[config.mk]
export PLATFORM = sky130hd
export DESIGN_NAME = pid_controller_clamped_flat
export DESIGN_NICKNAME = d
export VERILOG_FILES = /design/src/hw/rtl/pcc_pkg.sv /design/src/hw/rtl/pcc_if.sv /design/src/hw/rtl/pcc_div.sv /design/src/hw/rtl/pcc_dp.sv /design/src/hw/rtl/pcc_ctrl.sv /design/src/hw/rtl/pid_controller_clamped.sv /design/src/flat_wrapper.sv
export SDC_FILE = /design/constraint.sdc
export NUM_CORES = 2
export LEC_CHECK = 0
export ABC_AREA = 1
export ABC_CLOCK_PERIOD_IN_PS = 8800
export BUFFER_PORTS_ARGS = -buffer_cell sky130_fd_sc_hd__buf_2
export CAP_MARGIN = 20
export CORE_MARGIN = 2
export CORE_UTILIZATION = 60
export CTS_CLUSTER_DIAMETER = 100
export DETAILED_ROUTE_END_ITERATION = 10
export MAX_ROUTING_LAYER = met4
export PLACE_DENSITY = 0.8
export SYNTH_ARGS = -nofsm -noshare
export SYNTH_HDL_FRONTEND = slang
export SYNTH_SLANG_ARGS = --single-unit
[constraint.sdc]
create_clock -name i_clk -period 8.8 [get_ports i_clk]
set_input_delay 0.88 -clock i_clk [delete_from_list [all_inputs] [get_ports i_clk]]
set_output_delay 0.88 -clock i_clk [all_outputs]
set_load 0.05 [all_outputs]
[src/hw/rtl/pcc_pkg.sv]
// Package of the clamped PID controller: widths, register indexes, state codes
// and the command and status structs between controller and datapath.
// Needs nothing else.
package pcc_pkg;

    localparam int MEAS_W      = 32;
    localparam int GAIN_W      = 24;
    localparam int DT_W        = 16;
    localparam int ERR_W       = 33;
    localparam int DIFF_W      = 34;
    localparam int DERIV_W     = 40;
    localparam int DT_SHIFT    = 8;
    localparam int DIV_W       = DIFF_W + DT_SHIFT;
    localparam int DIV_CNT_W   = 6;
    localparam int INC_W       = 41;
    localparam int GAIN_SHIFT  = 16;
    localparam int MUL_A_W     = GAIN_W + 1;
    localparam int MUL_B_W     = 64;
    localparam int MUL_CHUNK   = 32;
    localparam int MUL_P_W     = MUL_A_W + MUL_CHUNK + 1;
    localparam int PROD_W      = MUL_A_W + MUL_B_W;
    localparam int CFG_IDX_W   = 3;
    localparam int CFG_DATA_W  = 32;

    localparam logic [CFG_IDX_W-1:0] CFG_GAIN_P    = 3'd0;
    localparam logic [CFG_IDX_W-1:0] CFG_GAIN_I    = 3'd1;
    localparam logic [CFG_IDX_W-1:0] CFG_GAIN_D    = 3'd2;
    localparam logic [CFG_IDX_W-1:0] CFG_SET_POINT = 3'd3;
    localparam logic [CFG_IDX_W-1:0] CFG_OUT_MIN   = 3'd4;
    localparam logic [CFG_IDX_W-1:0] CFG_OUT_MAX   = 3'd5;

    typedef enum logic [4:0] {
        S_IDLE, S_ERR, S_DIFF, S_INC_H, S_INC_A, S_INTEG,
        S_P_H, S_P_A, S_P_USE, S_I_H, S_I_A, S_I_USE,
        S_WAIT_DIV, S_D_L, S_D_H, S_D_A, S_D_USE,
        S_CLAMP_HI, S_CLAMP_LO, S_OUT
    } t_state;

    typedef enum logic [1:0] {MS_INC, MS_P, MS_I, MS_D} t_msrc;
    typedef enum logic [1:0] {ACC_NONE, ACC_LOAD, ACC_ADD} t_acc;
    typedef enum logic [1:0] {SUM_NONE, SUM_LOAD, SUM_ADD} t_sum;

    typedef struct packed {
        logic  load_in;
        logic  calc_err;
        logic  div_start;
        logic  mul_en;
        t_msrc mul_src;
        logic  mul_hi;
        t_acc  acc_op;
        logic  integ;
        t_sum  sum_op;
        logic  deriv_load;
        logic  clamp_hi;
        logic  clamp_lo;
        logic  out_load;
    } t_cmd;

    typedef struct packed {
        logic div_busy;
    } t_sts;

endpackage

[src/hw/rtl/pcc_if.sv]
// Valid/ready channel interfaces for the input and result items of the
// clamped PID controller. Depends on pcc_pkg for the field widths.
interface pcc_in_if;
    logic                                valid;
    logic                                ready;
    logic signed [pcc_pkg::MEAS_W-1:0]   measured;
    logic        [pcc_pkg::DT_W-1:0]     step_time;
    logic                                restart;

    modport source (output valid, measured, step_time, restart, input ready);
    modport sink   (input valid, measured, step_time, restart, output ready);
endinterface

interface pcc_out_if;
    logic                                valid;
    logic                                ready;
    logic signed [pcc_pkg::MEAS_W-1:0]   drive;
    logic                                hit_high;
    logic                                hit_low;

    modport source (output valid, drive, hit_high, hit_low, input ready);
    modport sink   (input valid, drive, hit_high, hit_low, output ready);
endinterface

[src/hw/rtl/pcc_div.sv]
// Radix-2 restoring divider, one quotient bit per cycle.
// Depends on pcc_pkg for its widths.
module pcc_div (
    input  logic                          i_clk,
    input  logic                          i_rst_n,
    input  logic                          i_start,
    input  logic [pcc_pkg::DIV_W-1:0]     i_dividend,
    input  logic [pcc_pkg::DT_W-1:0]      i_divisor,
    output logic                          o_busy,
    output logic [pcc_pkg::DIV_W-1:0]     o_quotient
);

    logic [pcc_pkg::DIV_W-1:0]      r_quo;
    logic [pcc_pkg::DT_W-1:0]       r_rem;
    logic [pcc_pkg::DT_W-1:0]       r_dvs;
    logic [pcc_pkg::DIV_CNT_W-1:0]  r_cnt;
    logic                           r_busy;
    logic [pcc_pkg::DT_W:0]         w_trial;
    logic [pcc_pkg::DT_W:0]         w_sub;
    logic                           w_bit;

    always_comb begin
        w_trial = {r_rem, r_quo[pcc_pkg::DIV_W-1]};
        w_sub   = w_trial - {1'b0, r_dvs};
        w_bit   = (w_trial >= {1'b0, r_dvs});
    end

    always_ff @(posedge i_clk) begin
        if (!i_rst_n) begin
            r_busy <= 1'b0;
            r_cnt  <= '0;
        end else if (i_start) begin
            r_busy <= 1'b1;
            r_cnt  <= pcc_pkg::DIV_CNT_W'(pcc_pkg::DIV_W);
        end else if (r_busy) begin
            r_cnt  <= r_cnt - 1'b1;
            r_busy <= (r_cnt != pcc_pkg::DIV_CNT_W'(1));
        end
    end

    always_ff @(posedge i_clk) begin
        if (i_start) begin
            r_quo <= i_dividend;
            r_rem <= '0;
            r_dvs <= i_divisor;
        end else if (r_busy) begin
            r_quo <= {r_quo[pcc_pkg::DIV_W-2:0], w_bit};
            r_rem <= w_bit ? w_sub[pcc_pkg::DT_W-1:0] : w_trial[pcc_pkg::DT_W-1:0];
        end
    end

    assign o_busy     = r_busy;
    assign o_quotient = r_quo;

endmodule

[src/hw/rtl/pcc_dp.sv]
// Datapath of the clamped PID controller: configuration registers, loop state,
// shared multiplier with product accumulator, divider and clamp.
// Depends on pcc_pkg and pcc_div.
module pcc_dp #(
    parameter int INTEGRAL_WIDTH = 48
) (
    input  logic                                  i_clk,
    input  logic                                  i_rst_n,
    input  logic                                  i_cfg_we,
    input  logic [pcc_pkg::CFG_IDX_W-1:0]         i_cfg_idx,
    input  logic [pcc_pkg::CFG_DATA_W-1:0]        i_cfg_data,
    input  logic signed [pcc_pkg::MEAS_W-1:0]     i_measured,
    input  logic [pcc_pkg::DT_W-1:0]              i_step_time,
    input  logic                                  i_restart,
    input  pcc_pkg::t_cmd                         i_cmd,
    output pcc_pkg::t_sts                         o_sts,
    output logic signed [pcc_pkg::MEAS_W-1:0]     o_drive,
    output logic                                  o_hit_high,
    output logic                                  o_hit_low
);

    localparam int IW     = INTEGRAL_WIDTH;
    localparam int ISUM_W = IW + 2;
    localparam int SUM_W  = IW + 10;
    localparam logic signed [ISUM_W-1:0] IMAX = ISUM_W'({1'b0, {(IW-1){1'b1}}});
    localparam logic signed [ISUM_W-1:0] IMIN = ~IMAX;
    localparam logic [pcc_pkg::DIV_W-1:0] DERIV_LIM =
        pcc_pkg::DIV_W'(1) << (pcc_pkg::DERIV_W - 1);

    logic signed [pcc_pkg::GAIN_W-1:0]   r_gain_p;
    logic signed [pcc_pkg::GAIN_W-1:0]   r_gain_i;
    logic signed [pcc_pkg::GAIN_W-1:0]   r_gain_d;
    logic signed [pcc_pkg::MEAS_W-1:0]   r_set_point;
    logic signed [pcc_pkg::MEAS_W-1:0]   r_out_min;
    logic signed [pcc_pkg::MEAS_W-1:0]   r_out_max;

    logic signed [pcc_pkg::ERR_W-1:0]    r_prev;
    logic signed [IW-1:0]                r_integ;
    logic                                r_clamped_upper;
    logic                                r_clamped_lower;

    logic signed [pcc_pkg::MEAS_W-1:0]   r_meas;
    logic [pcc_pkg::DT_W-1:0]            r_dt;
    logic                                r_restart;
    logic signed [pcc_pkg::ERR_W-1:0]    r_err;
    logic                                r_diff_neg;
    logic signed [pcc_pkg::DERIV_W-1:0]  r_deriv;
    logic signed [pcc_pkg::MUL_P_W-1:0]  r_mul;
    logic signed [pcc_pkg::PROD_W-1:0]   r_prod;
    logic signed [SUM_W-1:0]             r_sum;
    logic                                r_hh;
    logic                                r_hl;
    logic signed [pcc_pkg::MEAS_W-1:0]   r_drive;
    logic                                r_hit_high;
    logic                                r_hit_low;

    logic signed [pcc_pkg::MUL_A_W-1:0]   w_mul_a;
    logic signed [pcc_pkg::MUL_B_W-1:0]   w_b64;
    logic signed [pcc_pkg::MUL_CHUNK:0]   w_mul_b;
    logic signed [pcc_pkg::DIFF_W-1:0]    w_diff;
    logic [pcc_pkg::DIFF_W-1:0]           w_diff_mag;
    logic [pcc_pkg::DT_W-1:0]             w_divisor;
    logic [pcc_pkg::DIV_W-1:0]            w_quo;
    logic                                 w_div_busy;
    logic signed [pcc_pkg::DERIV_W-1:0]   w_deriv;
    logic signed [pcc_pkg::INC_W-1:0]     w_inc;
    logic signed [ISUM_W-1:0]             w_isum;
    logic signed [IW-1:0]                 w_integ_next;
    logic                                 w_do_integ;
    logic signed [SUM_W-1:0]              w_term;
    logic signed [SUM_W-1:0]              w_max;
    logic signed [SUM_W-1:0]              w_min;
    logic                                 w_err_pos;
    logic                                 w_err_neg;
    logic                                 w_ki_pos;
    logic                                 w_ki_neg;

    always_comb begin
        unique case (i_cmd.mul_src)
            pcc_pkg::MS_INC: begin
                w_mul_a = {{(pcc_pkg::MUL_A_W - pcc_pkg::DT_W){1'b0}}, w_divisor};
                w_b64   = pcc_pkg::MUL_B_W'(r_err);
            end
            pcc_pkg::MS_P: begin
                w_mul_a = pcc_pkg::MUL_A_W'(r_gain_p);
                w_b64   = pcc_pkg::MUL_B_W'(r_err);
            end
            pcc_pkg::MS_I: begin
                w_mul_a = pcc_pkg::MUL_A_W'(r_gain_i);
                w_b64   = pcc_pkg::MUL_B_W'(r_integ);
            end
            pcc_pkg::MS_D: begin
                w_mul_a = pcc_pkg::MUL_A_W'(r_gain_d);
                w_b64   = pcc_pkg::MUL_B_W'(r_deriv);
            end
            default: begin
                w_mul_a = '0;
                w_b64   = '0;
            end
        endcase
        if (i_cmd.mul_hi) begin
            w_mul_b = {w_b64[pcc_pkg::MUL_B_W-1],
                       w_b64[pcc_pkg::MUL_B_W-1:pcc_pkg::MUL_CHUNK]};
        end else begin
            w_mul_b = {1'b0, w_b64[pcc_pkg::MUL_CHUNK-1:0]};
        end
    end

    always_comb begin
        w_diff     = pcc_pkg::DIFF_W'(r_err) - pcc_pkg::DIFF_W'(r_prev);
        w_diff_mag = w_diff[pcc_pkg::DIFF_W-1] ? -w_diff : w_diff;
        w_divisor  = (r_dt == '0) ? pcc_pkg::DT_W'(1) : r_dt;
    end

    pcc_div u_div (
        .i_clk      (i_clk),
        .i_rst_n    (i_rst_n),
        .i_start    (i_cmd.div_start),
        .i_dividend ({w_diff_mag, {pcc_pkg::DT_SHIFT{1'b0}}}),
        .i_divisor  (w_divisor),
        .o_busy     (w_div_busy),
        .o_quotient (w_quo)
    );

    assign o_sts.div_busy = w_div_busy;

    always_comb begin
        w_deriv = w_quo[pcc_pkg::DERIV_W-1:0];
        if (r_diff_neg) begin
            if (w_quo > DERIV_LIM) begin
                w_deriv = {1'b1, {(pcc_pkg::DERIV_W-1){1'b0}}};
            end else begin
                w_deriv = -w_quo[pcc_pkg::DERIV_W-1:0];
            end
        end else if (w_quo >= DERIV_LIM) begin
            w_deriv = {1'b0, {(pcc_pkg::DERIV_W-1){1'b1}}};
        end
    end

    always_comb begin
        w_err_pos  = !r_err[pcc_pkg::ERR_W-1] && (r_err != '0);
        w_err_neg  = r_err[pcc_pkg::ERR_W-1];
        w_ki_pos   = !r_gain_i[pcc_pkg::GAIN_W-1] && (r_gain_i != '0);
        w_ki_neg   = r_gain_i[pcc_pkg::GAIN_W-1];
        w_do_integ = (((w_err_pos && w_ki_pos) || (w_err_neg && w_ki_neg)) && !r_clamped_upper)
                  || (((w_err_pos && w_ki_neg) || (w_err_neg && w_ki_pos)) && !r_clamped_lower);
        w_inc      = pcc_pkg::INC_W'(r_prod >>> pcc_pkg::DT_SHIFT);
        w_isum     = ISUM_W'(r_integ) + ISUM_W'(w_inc);
        if (w_isum > IMAX) begin
            w_integ_next = IMAX[IW-1:0];
        end else if (w_isum < IMIN) begin
            w_integ_next = IMIN[IW-1:0];
        end else begin
            w_integ_next = w_isum[IW-1:0];
        end
        w_term = SUM_W'(r_prod >>> pcc_pkg::GAIN_SHIFT);
        w_max  = SUM_W'(r_out_max);
        w_min  = SUM_W'(r_out_min);
    end

    always_ff @(posedge i_clk) begin
        if (!i_rst_n) begin
            r_gain_p    <= '0;
            r_gain_i    <= '0;
            r_gain_d    <= '0;
            r_set_point <= '0;
            r_out_min   <= {1'b1, {(pcc_pkg::MEAS_W-1){1'b0}}};
            r_out_max   <= {1'b0, {(pcc_pkg::MEAS_W-1){1'b1}}};
        end else if (i_cfg_we) begin
            unique case (i_cfg_idx)
                pcc_pkg::CFG_GAIN_P:    r_gain_p    <= i_cfg_data[pcc_pkg::GAIN_W-1:0];
                pcc_pkg::CFG_GAIN_I:    r_gain_i    <= i_cfg_data[pcc_pkg::GAIN_W-1:0];
                pcc_pkg::CFG_GAIN_D:    r_gain_d    <= i_cfg_data[pcc_pkg::GAIN_W-1:0];
                pcc_pkg::CFG_SET_POINT: r_set_point <= i_cfg_data;
                pcc_pkg::CFG_OUT_MIN:   r_out_min   <= i_cfg_data;
                pcc_pkg::CFG_OUT_MAX:   r_out_max   <= i_cfg_data;
                default: begin
                end
            endcase
        end
    end

    always_ff @(posedge i_clk) begin
        if (!i_rst_n) begin
            r_prev          <= '0;
            r_integ         <= '0;
            r_clamped_upper <= 1'b0;
            r_clamped_lower <= 1'b0;
        end else if (i_cmd.calc_err && r_restart) begin
            r_prev          <= '0;
            r_integ         <= '0;
            r_clamped_upper <= 1'b0;
            r_clamped_lower <= 1'b0;
        end else if (i_cmd.integ && w_do_integ) begin
            r_integ <= w_integ_next;
        end else if (i_cmd.out_load) begin
            r_prev          <= r_err;
            r_clamped_upper <= r_hh;
            r_clamped_lower <= r_hl;
        end
    end

    always_ff @(posedge i_clk) begin
        if (i_cmd.load_in) begin
            r_meas    <= i_measured;
            r_dt      <= i_step_time;
            r_restart <= i_restart;
        end
        if (i_cmd.calc_err) begin
            r_err <= pcc_pkg::ERR_W'(r_set_point) - pcc_pkg::ERR_W'(r_meas);
        end
        if (i_cmd.div_start) begin
            r_diff_neg <= w_diff[pcc_pkg::DIFF_W-1];
        end
        if (i_cmd.deriv_load) begin
            r_deriv <= w_deriv;
        end
        if (i_cmd.mul_en) begin
            r_mul <= w_mul_a * w_mul_b;
        end
        unique case (i_cmd.acc_op)
            pcc_pkg::ACC_LOAD: r_prod <= pcc_pkg::PROD_W'(r_mul);
            pcc_pkg::ACC_ADD:  r_prod <= r_prod + (pcc_pkg::PROD_W'(r_mul) <<< pcc_pkg::MUL_CHUNK);
            default: begin
            end
        endcase
        priority if (i_cmd.sum_op == pcc_pkg::SUM_LOAD) begin
            r_sum <= w_term;
        end else if (i_cmd.sum_op == pcc_pkg::SUM_ADD) begin
            r_sum <= r_sum + w_term;
        end else if (i_cmd.clamp_hi) begin
            r_hh <= (r_sum >= w_max);
            if (r_sum >= w_max) begin
                r_sum <= w_max;
            end
        end else if (i_cmd.clamp_lo) begin
            r_hl <= (r_sum <= w_min);
            if (r_sum <= w_min) begin
                r_sum <= w_min;
            end
        end
        if (i_cmd.out_load) begin
            r_drive    <= r_sum[pcc_pkg::MEAS_W-1:0];
            r_hit_high <= r_hh;
            r_hit_low  <= r_hl;
        end
    end

    assign o_drive    = r_drive;
    assign o_hit_high = r_hit_high;
    assign o_hit_low  = r_hit_low;

endmodule

[src/hw/rtl/pcc_ctrl.sv]
// Sequencer of the clamped PID controller: steps the datapath through one item
// and owns the input ready and the result valid. Depends on pcc_pkg.
module pcc_ctrl (
    input  logic           i_clk,
    input  logic           i_rst_n,
    input  logic           i_in_valid,
    input  logic           i_out_ready,
    input  pcc_pkg::t_sts  i_sts,
    output logic           o_in_ready,
    output logic           o_out_valid,
    output pcc_pkg::t_cmd  o_cmd
);

    pcc_pkg::t_state r_state;
    pcc_pkg::t_state n_state;
    logic            r_out_valid;
    logic            n_out_valid;

    always_ff @(posedge i_clk) begin
        if (!i_rst_n) begin
            r_state     <= pcc_pkg::S_IDLE;
            r_out_valid <= 1'b0;
        end else begin
            r_state     <= n_state;
            r_out_valid <= n_out_valid;
        end
    end

    always_comb begin
        n_state    = r_state;
        o_cmd      = '0;
        o_in_ready = 1'b0;
        unique case (r_state)
            pcc_pkg::S_IDLE: begin
                o_in_ready = 1'b1;
                if (i_in_valid) begin
                    o_cmd.load_in = 1'b1;
                    n_state = pcc_pkg::S_ERR;
                end
            end
            pcc_pkg::S_ERR: begin
                o_cmd.calc_err = 1'b1;
                n_state = pcc_pkg::S_DIFF;
            end
            pcc_pkg::S_DIFF: begin
                o_cmd.div_start = 1'b1;
                o_cmd.mul_en    = 1'b1;
                o_cmd.mul_src   = pcc_pkg::MS_INC;
                n_state = pcc_pkg::S_INC_H;
            end
            pcc_pkg::S_INC_H: begin
                o_cmd.mul_en  = 1'b1;
                o_cmd.mul_src = pcc_pkg::MS_INC;
                o_cmd.mul_hi  = 1'b1;
                o_cmd.acc_op  = pcc_pkg::ACC_LOAD;
                n_state = pcc_pkg::S_INC_A;
            end
            pcc_pkg::S_INC_A: begin
                o_cmd.acc_op = pcc_pkg::ACC_ADD;
                n_state = pcc_pkg::S_INTEG;
            end
            pcc_pkg::S_INTEG: begin
                o_cmd.integ   = 1'b1;
                o_cmd.mul_en  = 1'b1;
                o_cmd.mul_src = pcc_pkg::MS_P;
                n_state = pcc_pkg::S_P_H;
            end
            pcc_pkg::S_P_H: begin
                o_cmd.mul_en  = 1'b1;
                o_cmd.mul_src = pcc_pkg::MS_P;
                o_cmd.mul_hi  = 1'b1;
                o_cmd.acc_op  = pcc_pkg::ACC_LOAD;
                n_state = pcc_pkg::S_P_A;
            end
            pcc_pkg::S_P_A: begin
                o_cmd.acc_op = pcc_pkg::ACC_ADD;
                n_state = pcc_pkg::S_P_USE;
            end
            pcc_pkg::S_P_USE: begin
                o_cmd.sum_op  = pcc_pkg::SUM_LOAD;
                o_cmd.mul_en  = 1'b1;
                o_cmd.mul_src = pcc_pkg::MS_I;
                n_state = pcc_pkg::S_I_H;
            end
            pcc_pkg::S_I_H: begin
                o_cmd.mul_en  = 1'b1;
                o_cmd.mul_src = pcc_pkg::MS_I;
                o_cmd.mul_hi  = 1'b1;
                o_cmd.acc_op  = pcc_pkg::ACC_LOAD;
                n_state = pcc_pkg::S_I_A;
            end
            pcc_pkg::S_I_A: begin
                o_cmd.acc_op = pcc_pkg::ACC_ADD;
                n_state = pcc_pkg::S_I_USE;
            end
            pcc_pkg::S_I_USE: begin
                o_cmd.sum_op = pcc_pkg::SUM_ADD;
                n_state = pcc_pkg::S_WAIT_DIV;
            end
            pcc_pkg::S_WAIT_DIV: begin
                if (!i_sts.div_busy) begin
                    o_cmd.deriv_load = 1'b1;
                    n_state = pcc_pkg::S_D_L;
                end
            end
            pcc_pkg::S_D_L: begin
                o_cmd.mul_en  = 1'b1;
                o_cmd.mul_src = pcc_pkg::MS_D;
                n_state = pcc_pkg::S_D_H;
            end
            pcc_pkg::S_D_H: begin
                o_cmd.mul_en  = 1'b1;
                o_cmd.mul_src = pcc_pkg::MS_D;
                o_cmd.mul_hi  = 1'b1;
                o_cmd.acc_op  = pcc_pkg::ACC_LOAD;
                n_state = pcc_pkg::S_D_A;
            end
            pcc_pkg::S_D_A: begin
                o_cmd.acc_op = pcc_pkg::ACC_ADD;
                n_state = pcc_pkg::S_D_USE;
            end
            pcc_pkg::S_D_USE: begin
                o_cmd.sum_op = pcc_pkg::SUM_ADD;
                n_state = pcc_pkg::S_CLAMP_HI;
            end
            pcc_pkg::S_CLAMP_HI: begin
                o_cmd.clamp_hi = 1'b1;
                n_state = pcc_pkg::S_CLAMP_LO;
            end
            pcc_pkg::S_CLAMP_LO: begin
                o_cmd.clamp_lo = 1'b1;
                n_state = pcc_pkg::S_OUT;
            end
            pcc_pkg::S_OUT: begin
                if (!r_out_valid || i_out_ready) begin
                    o_cmd.out_load = 1'b1;
                    n_state = pcc_pkg::S_IDLE;
                end
            end
            default: begin
                n_state = pcc_pkg::S_IDLE;
            end
        endcase

        if (o_cmd.out_load) begin
            n_out_valid = 1'b1;
        end else if (i_out_ready) begin
            n_out_valid = 1'b0;
        end else begin
            n_out_valid = r_out_valid;
        end
    end

    assign o_out_valid = r_out_valid;

endmodule

[src/hw/rtl/pid_controller_clamped.sv]
// Top level of the clamped PID controller with conditional integration.
// Depends on pcc_pkg, pcc_if, pcc_ctrl, pcc_dp and pcc_div.
//
//   port       dir  kind        content
//   i_in       in   valid/ready measured, step_time, restart
//   o_out      out  valid/ready drive, hit_high, hit_low
//   i_cfg_*    in   write only  gain_p, gain_i, gain_d, set_point, out_min, out_max
//
// One item at a time; the next item can be taken in the same cycle in which the
// result of the last one becomes valid. The 42-step serial divider for the
// derivative runs alongside the products on one shared multiplier, and the
// sequencer waits for it before the derivative term.
// Reset is synchronous and returns the configuration registers and loop state to their defaults.
// A stalled result waits in the output register while the next item is taken.
module pid_controller_clamped #(
    parameter int INTEGRAL_WIDTH = 48
) (
    input  logic                                i_clk,
    input  logic                                i_rst_n,
    pcc_in_if.sink                              i_in,
    pcc_out_if.source                           o_out,
    input  logic                                i_cfg_we,
    input  logic [pcc_pkg::CFG_IDX_W-1:0]       i_cfg_idx,
    input  logic [pcc_pkg::CFG_DATA_W-1:0]      i_cfg_data
);

    pcc_pkg::t_cmd w_cmd;
    pcc_pkg::t_sts w_sts;
    logic          w_in_ready;
    logic          w_out_valid;

    pcc_ctrl u_ctrl (
        .i_clk       (i_clk),
        .i_rst_n     (i_rst_n),
        .i_in_valid  (i_in.valid),
        .i_out_ready (o_out.ready),
        .i_sts       (w_sts),
        .o_in_ready  (w_in_ready),
        .o_out_valid (w_out_valid),
        .o_cmd       (w_cmd)
    );

    pcc_dp #(
        .INTEGRAL_WIDTH (INTEGRAL_WIDTH)
    ) u_dp (
        .i_clk       (i_clk),
        .i_rst_n     (i_rst_n),
        .i_cfg_we    (i_cfg_we),
        .i_cfg_idx   (i_cfg_idx),
        .i_cfg_data  (i_cfg_data),
        .i_measured  (i_in.measured),
        .i_step_time (i_in.step_time),
        .i_restart   (i_in.restart),
        .i_cmd       (w_cmd),
        .o_sts       (w_sts),
        .o_drive     (o_out.drive),
        .o_hit_high  (o_out.hit_high),
        .o_hit_low   (o_out.hit_low)
    );

    assign i_in.ready  = w_in_ready;
    assign o_out.valid = w_out_valid;

endmodule

[src/flat_wrapper.sv]
// flat-port wrapper written by rule: the top's interface ports become plain ports
module pid_controller_clamped_flat 
#(
    parameter int INTEGRAL_WIDTH = 48
)
  (i_clk, i_rst_n, i_cfg_we, i_cfg_idx, i_cfg_data, i_in_valid, i_in_measured, i_in_step_time, i_in_restart, i_in_ready, o_out_valid, o_out_drive, o_out_hit_high, o_out_hit_low, o_out_ready);
  pcc_in_if i_in_i ();
  pcc_out_if o_out_i ();
  input  logic i_clk;
  input  logic i_rst_n;
  input  logic i_cfg_we;
  input  logic [pcc_pkg::CFG_IDX_W-1:0] i_cfg_idx;
  input  logic [pcc_pkg::CFG_DATA_W-1:0] i_cfg_data;
  input wire logic [$bits(i_in_i.valid)-1:0] i_in_valid;
  input wire logic [$bits(i_in_i.measured)-1:0] i_in_measured;
  input wire logic [$bits(i_in_i.step_time)-1:0] i_in_step_time;
  input wire logic [$bits(i_in_i.restart)-1:0] i_in_restart;
  output wire logic [$bits(i_in_i.ready)-1:0] i_in_ready;
  output wire logic [$bits(o_out_i.valid)-1:0] o_out_valid;
  output wire logic [$bits(o_out_i.drive)-1:0] o_out_drive;
  output wire logic [$bits(o_out_i.hit_high)-1:0] o_out_hit_high;
  output wire logic [$bits(o_out_i.hit_low)-1:0] o_out_hit_low;
  input wire logic [$bits(o_out_i.ready)-1:0] o_out_ready;
  assign i_in_i.valid = i_in_valid;
  assign i_in_i.measured = i_in_measured;
  assign i_in_i.step_time = i_in_step_time;
  assign i_in_i.restart = i_in_restart;
  assign i_in_ready = i_in_i.ready;
  assign o_out_valid = o_out_i.valid;
  assign o_out_drive = o_out_i.drive;
  assign o_out_hit_high = o_out_i.hit_high;
  assign o_out_hit_low = o_out_i.hit_low;
  assign o_out_i.ready = o_out_ready;
  pid_controller_clamped #(.INTEGRAL_WIDTH(INTEGRAL_WIDTH)) u_core (.i_clk(i_clk), .i_rst_n(i_rst_n), .i_in(i_in_i), .o_out(o_out_i), .i_cfg_we(i_cfg_we), .i_cfg_idx(i_cfg_idx), .i_cfg_data(i_cfg_data));
endmodule
==> impl_metrics.yaml <==
synthesis:
  synth_area_um2: 74500
  ys_seq_area_share_pct: 23.5
  synth.top_cells.by_count: "inv_1 (1792), nand2_1 (1697), nor2_1 (1171)"
  synth-edff-count: 391
  yosysMostFrequentCell: "inv_1"
  synthesis.nets: 10900
  synth_top_flop_cell: "edfxtp_1"
  synth_top_area_cell: "fa_1"
  synth.avg_cell_area_um2: 7.86
  synth_top_area_share_pct: 22.8
  yosys_warnings: 0
  ys_ff_latch: 679
  ys_async_sr_fraction_pct: 0
  yosys.cell_types.count: 69
  netlist_instances: 9485
  synth_area_leaders: "fa_1 (23%), edfxtp_1 (16%), inv_1 (9.0%)"
timing:
  slew_violations: 0
  worst_slack_ps: 84.8
  finalHoldViolations: 0
  rsz0062_at_grt: "yes"
  clock.fmax_mhz: 115
  timing.slew.headroom_pct: 19.1
  final.setup.tns_ps: 0
  finalSetupViolCount: 0
  fin_crit_ps: 8720
  worst_clock_skew_ps: 26.0
  period_share_pct: 99.0
  worst_slew_pin_slew_ps: 1180
detailed_routing:
  vias: 68500
  dr.pass1.iters: 6
  wl_per_cell_um: 24.4
  drc: 0
  drtAntennaViolNets: 0
  drt_iter0_markers: 7668
  via_per_inst: 6.01
  routed_wl_mm: 278
die:
  die_width_um: 356
  num_io_pins: 125
  die-area_um2: 127000
  core_region_area_um2: 123000
  rows: 129
  die_y_um: 356
  initial_utilization_pct: 60.4
global_route:
  grt_pass1_vias: 68100
  grt.total_usage_pct: 44.8
  grt_pass1_wl_mm: 412
  grt_start_max_net_pins: 93
  gr-total-overflow: 0
  antenna_found_initial: 9
setup_path:
  ff2ff_setup_slack_ps: 80
  crit_path_frequent_cell: "fa_1"
  cp_data_required_time_ps: 9190
  crit_type: "reg -> reg"
  cp-start-kind: "register"
  crit_path_top_delay_cell: "fa_1"
  endpoint: "u_core.u_dp.r_mul[54]"
  worstPathArrival_ps: 9100
  crit_start: "u_core.u_ctrl.r_state[1]"
  critPathMaxStageDelay_ps: 670
  crit_fanout: 9
  r2r_start: "u_core.u_ctrl.r_state[1]"
  rr_endpoint: "u_core.u_dp.r_mul[54]"
  crit_path_end_kind: "register"
  reg2reg_depth: 36
cells_and_area:
  drive_gt1_share_pct: 7.86
  nFillCells: 10400
  instances_no_fill: 11400
  areaGrowthSynthToFinish_pct: 9.68
  nets: 11100
clocking:
  clkTransAtPathRegs_ps: 70
  cts_tree: "built"
  htreeDepth: 3
  cts_sinks: 679
  clk_latency_ps: 650
  root_buffer: "clkbuf_16"
  cts_made_buffers: 74
  cts.path.max_buffers: 3
run:
  maxCapViolations: 0
place:
  dp_hpwl_mm: 223
  portBuffers: 124
  pre_cts_slack_ps: -149
  place.gp.congestion: 1.08
  dp.cells: 11200
hold_path:
  min_path_type: "in -> reg"
run_status:
  outcome: "completed"
kinds of logic after synthesis:
| group | after synthesis | share of synthesized area, % |
|---|---|---|
| AO/OA/AOI/OAI | 1702 | 13.0 |
| XOR/XNOR | 242 | 2.88 |
| adder cells (fa/ha/maj) | 1356 | 31.3 |
| buffers and inverters | 2152 | 11.1 |
| flip-flops | 679 | 23.5 |
| AND/OR/NAND/NOR | 3354 | 18.2 |
critical path, delay by kind of cell (launching register included):
kind,cells,cell delay (ps)
adders and majority gates,8,4040
DFF,1,360
and+or+nand+nor,8,890
buffers and inverters,11,1480
xor gates and xnor gates,1,140
AOI/OAI and AO/OA,8,1540
registers in the layout, summed over array words and instances, names as in the netlist, 6 cells and up:
register and cells:
u_core.u_dp.o_drive 32, u_core.u_dp.r_deriv 40, u_core.u_dp.r_dt 16, u_core.u_dp.r_err 33
u_core.u_dp.r_gain_d 24, u_core.u_dp.r_gain_i 24, u_core.u_dp.r_gain_p 24, u_core.u_dp.r_integ 48
u_core.u_dp.r_meas 32, u_core.u_dp.r_mul 58, u_core.u_dp.r_out_max 32, u_core.u_dp.r_out_min 32
u_core.u_dp.r_prev 33, u_core.u_dp.r_prod 66, u_core.u_dp.r_set_point 32, u_core.u_dp.r_sum 58
u_core.u_dp.u_div.o_quotient 42, u_core.u_dp.u_div.r_cnt 6, u_core.u_dp.u_div.r_dvs 16, u_core.u_dp.u_div.r_rem 16
routing by layer:
metal  GRT usage (%)  part of all wire (%)  up-vias
li1                -                     -    30500
met1            53.8                    37    33000
met5               -                     0        -
met2            68.9                    45     3962
met4            28.8                   8.1        0
met3            9.05                    10     1031
repair_timing:
action                                  4_1_cts  5_1_grt
cloned                                        0        1
hold buffers                                  0        0
setup buffers                                 0       12
gates resized for setup                       4      113
endpoints found under the hold margin         0        0
pin swaps                                     0       12
endpoints found under the setup margin       18       35
through the flow:
| step | hold slack [ps] | area [um^2] | util (%) |
|---|---|---|---|
| floorplan | 421 | 74500 | - |
| global placement | 434 | 78600 | 63.6 |
| detailed placement | 445 | 78600 | 63.6 |
| CTS | 392 | 81100 | 65.7 |
| finish | 412 | 81700 | 66.2 |
| global route | 407 | 81700 | 66.2 |
worst min path at each step:
stage	from	end	slack, ps	depth (start not counted)
after floorplan	u_core.u_dp.r_hh	u_core.u_dp.o_hit_high	420	0
after global routing	i_in_step_time[14]	u_core.u_dp.r_dt[14]	410	1
after CTS	i_in_step_time[15]	u_core.u_dp.r_dt[15]	390	1
after detailed placement	u_core.u_dp.r_set_point[6]	u_core.u_dp.r_set_point[6]	450	2
after global placement	u_core.u_dp.r_gain_p[19]	u_core.u_dp.r_gain_p[19]	430	2
final	i_in_step_time[14]	u_core.u_dp.r_dt[14]	410	1
cell type report:
cell class	count	area (um^2)	share of cell area, %
well taps	1637	2050	2.51
inverters	1839	6920	8.47
clock inverters	44	480	0.588
clock buffers	90	2000	2.45
multi-input cells	6654	49100	60.1
repair buffers	444	3650	4.47
flip-flops and latches	679	17500	21.4
diodes	8	20.0	0.0245
layout by cell type (no fill, tap or decap), types with 39 or more instances in the layout:
master     netlist  layout
inv_1         1792    1780
nand2_1       1697    1695
nor2_1        1171    1146
fa_1           849     844
a21oi_1        656     644
o21ai_0        607     595
ha_1           507     503
edfxtp_1       391     391
dfxtp_1        288     287
buf_4           17     265
nand3_1        224     219
xor2_1         156     156
buf_2          100     123
xnor2_1         84      82
clkbuf_16        0      75
nor3_1          81      73
a31oi_1         73      72
o211ai_1        68      68
nand4_1         64      64
a21o_1          51      51
o221ai_1        49      48
inv_2           37      41
nor4_1          43      41
o22ai_1         39      39
buf_12           1      39
Power is left out: the tool's default activity adds up to more than one toggle a clock period on the data nets, which glitch-free logic cannot reach.
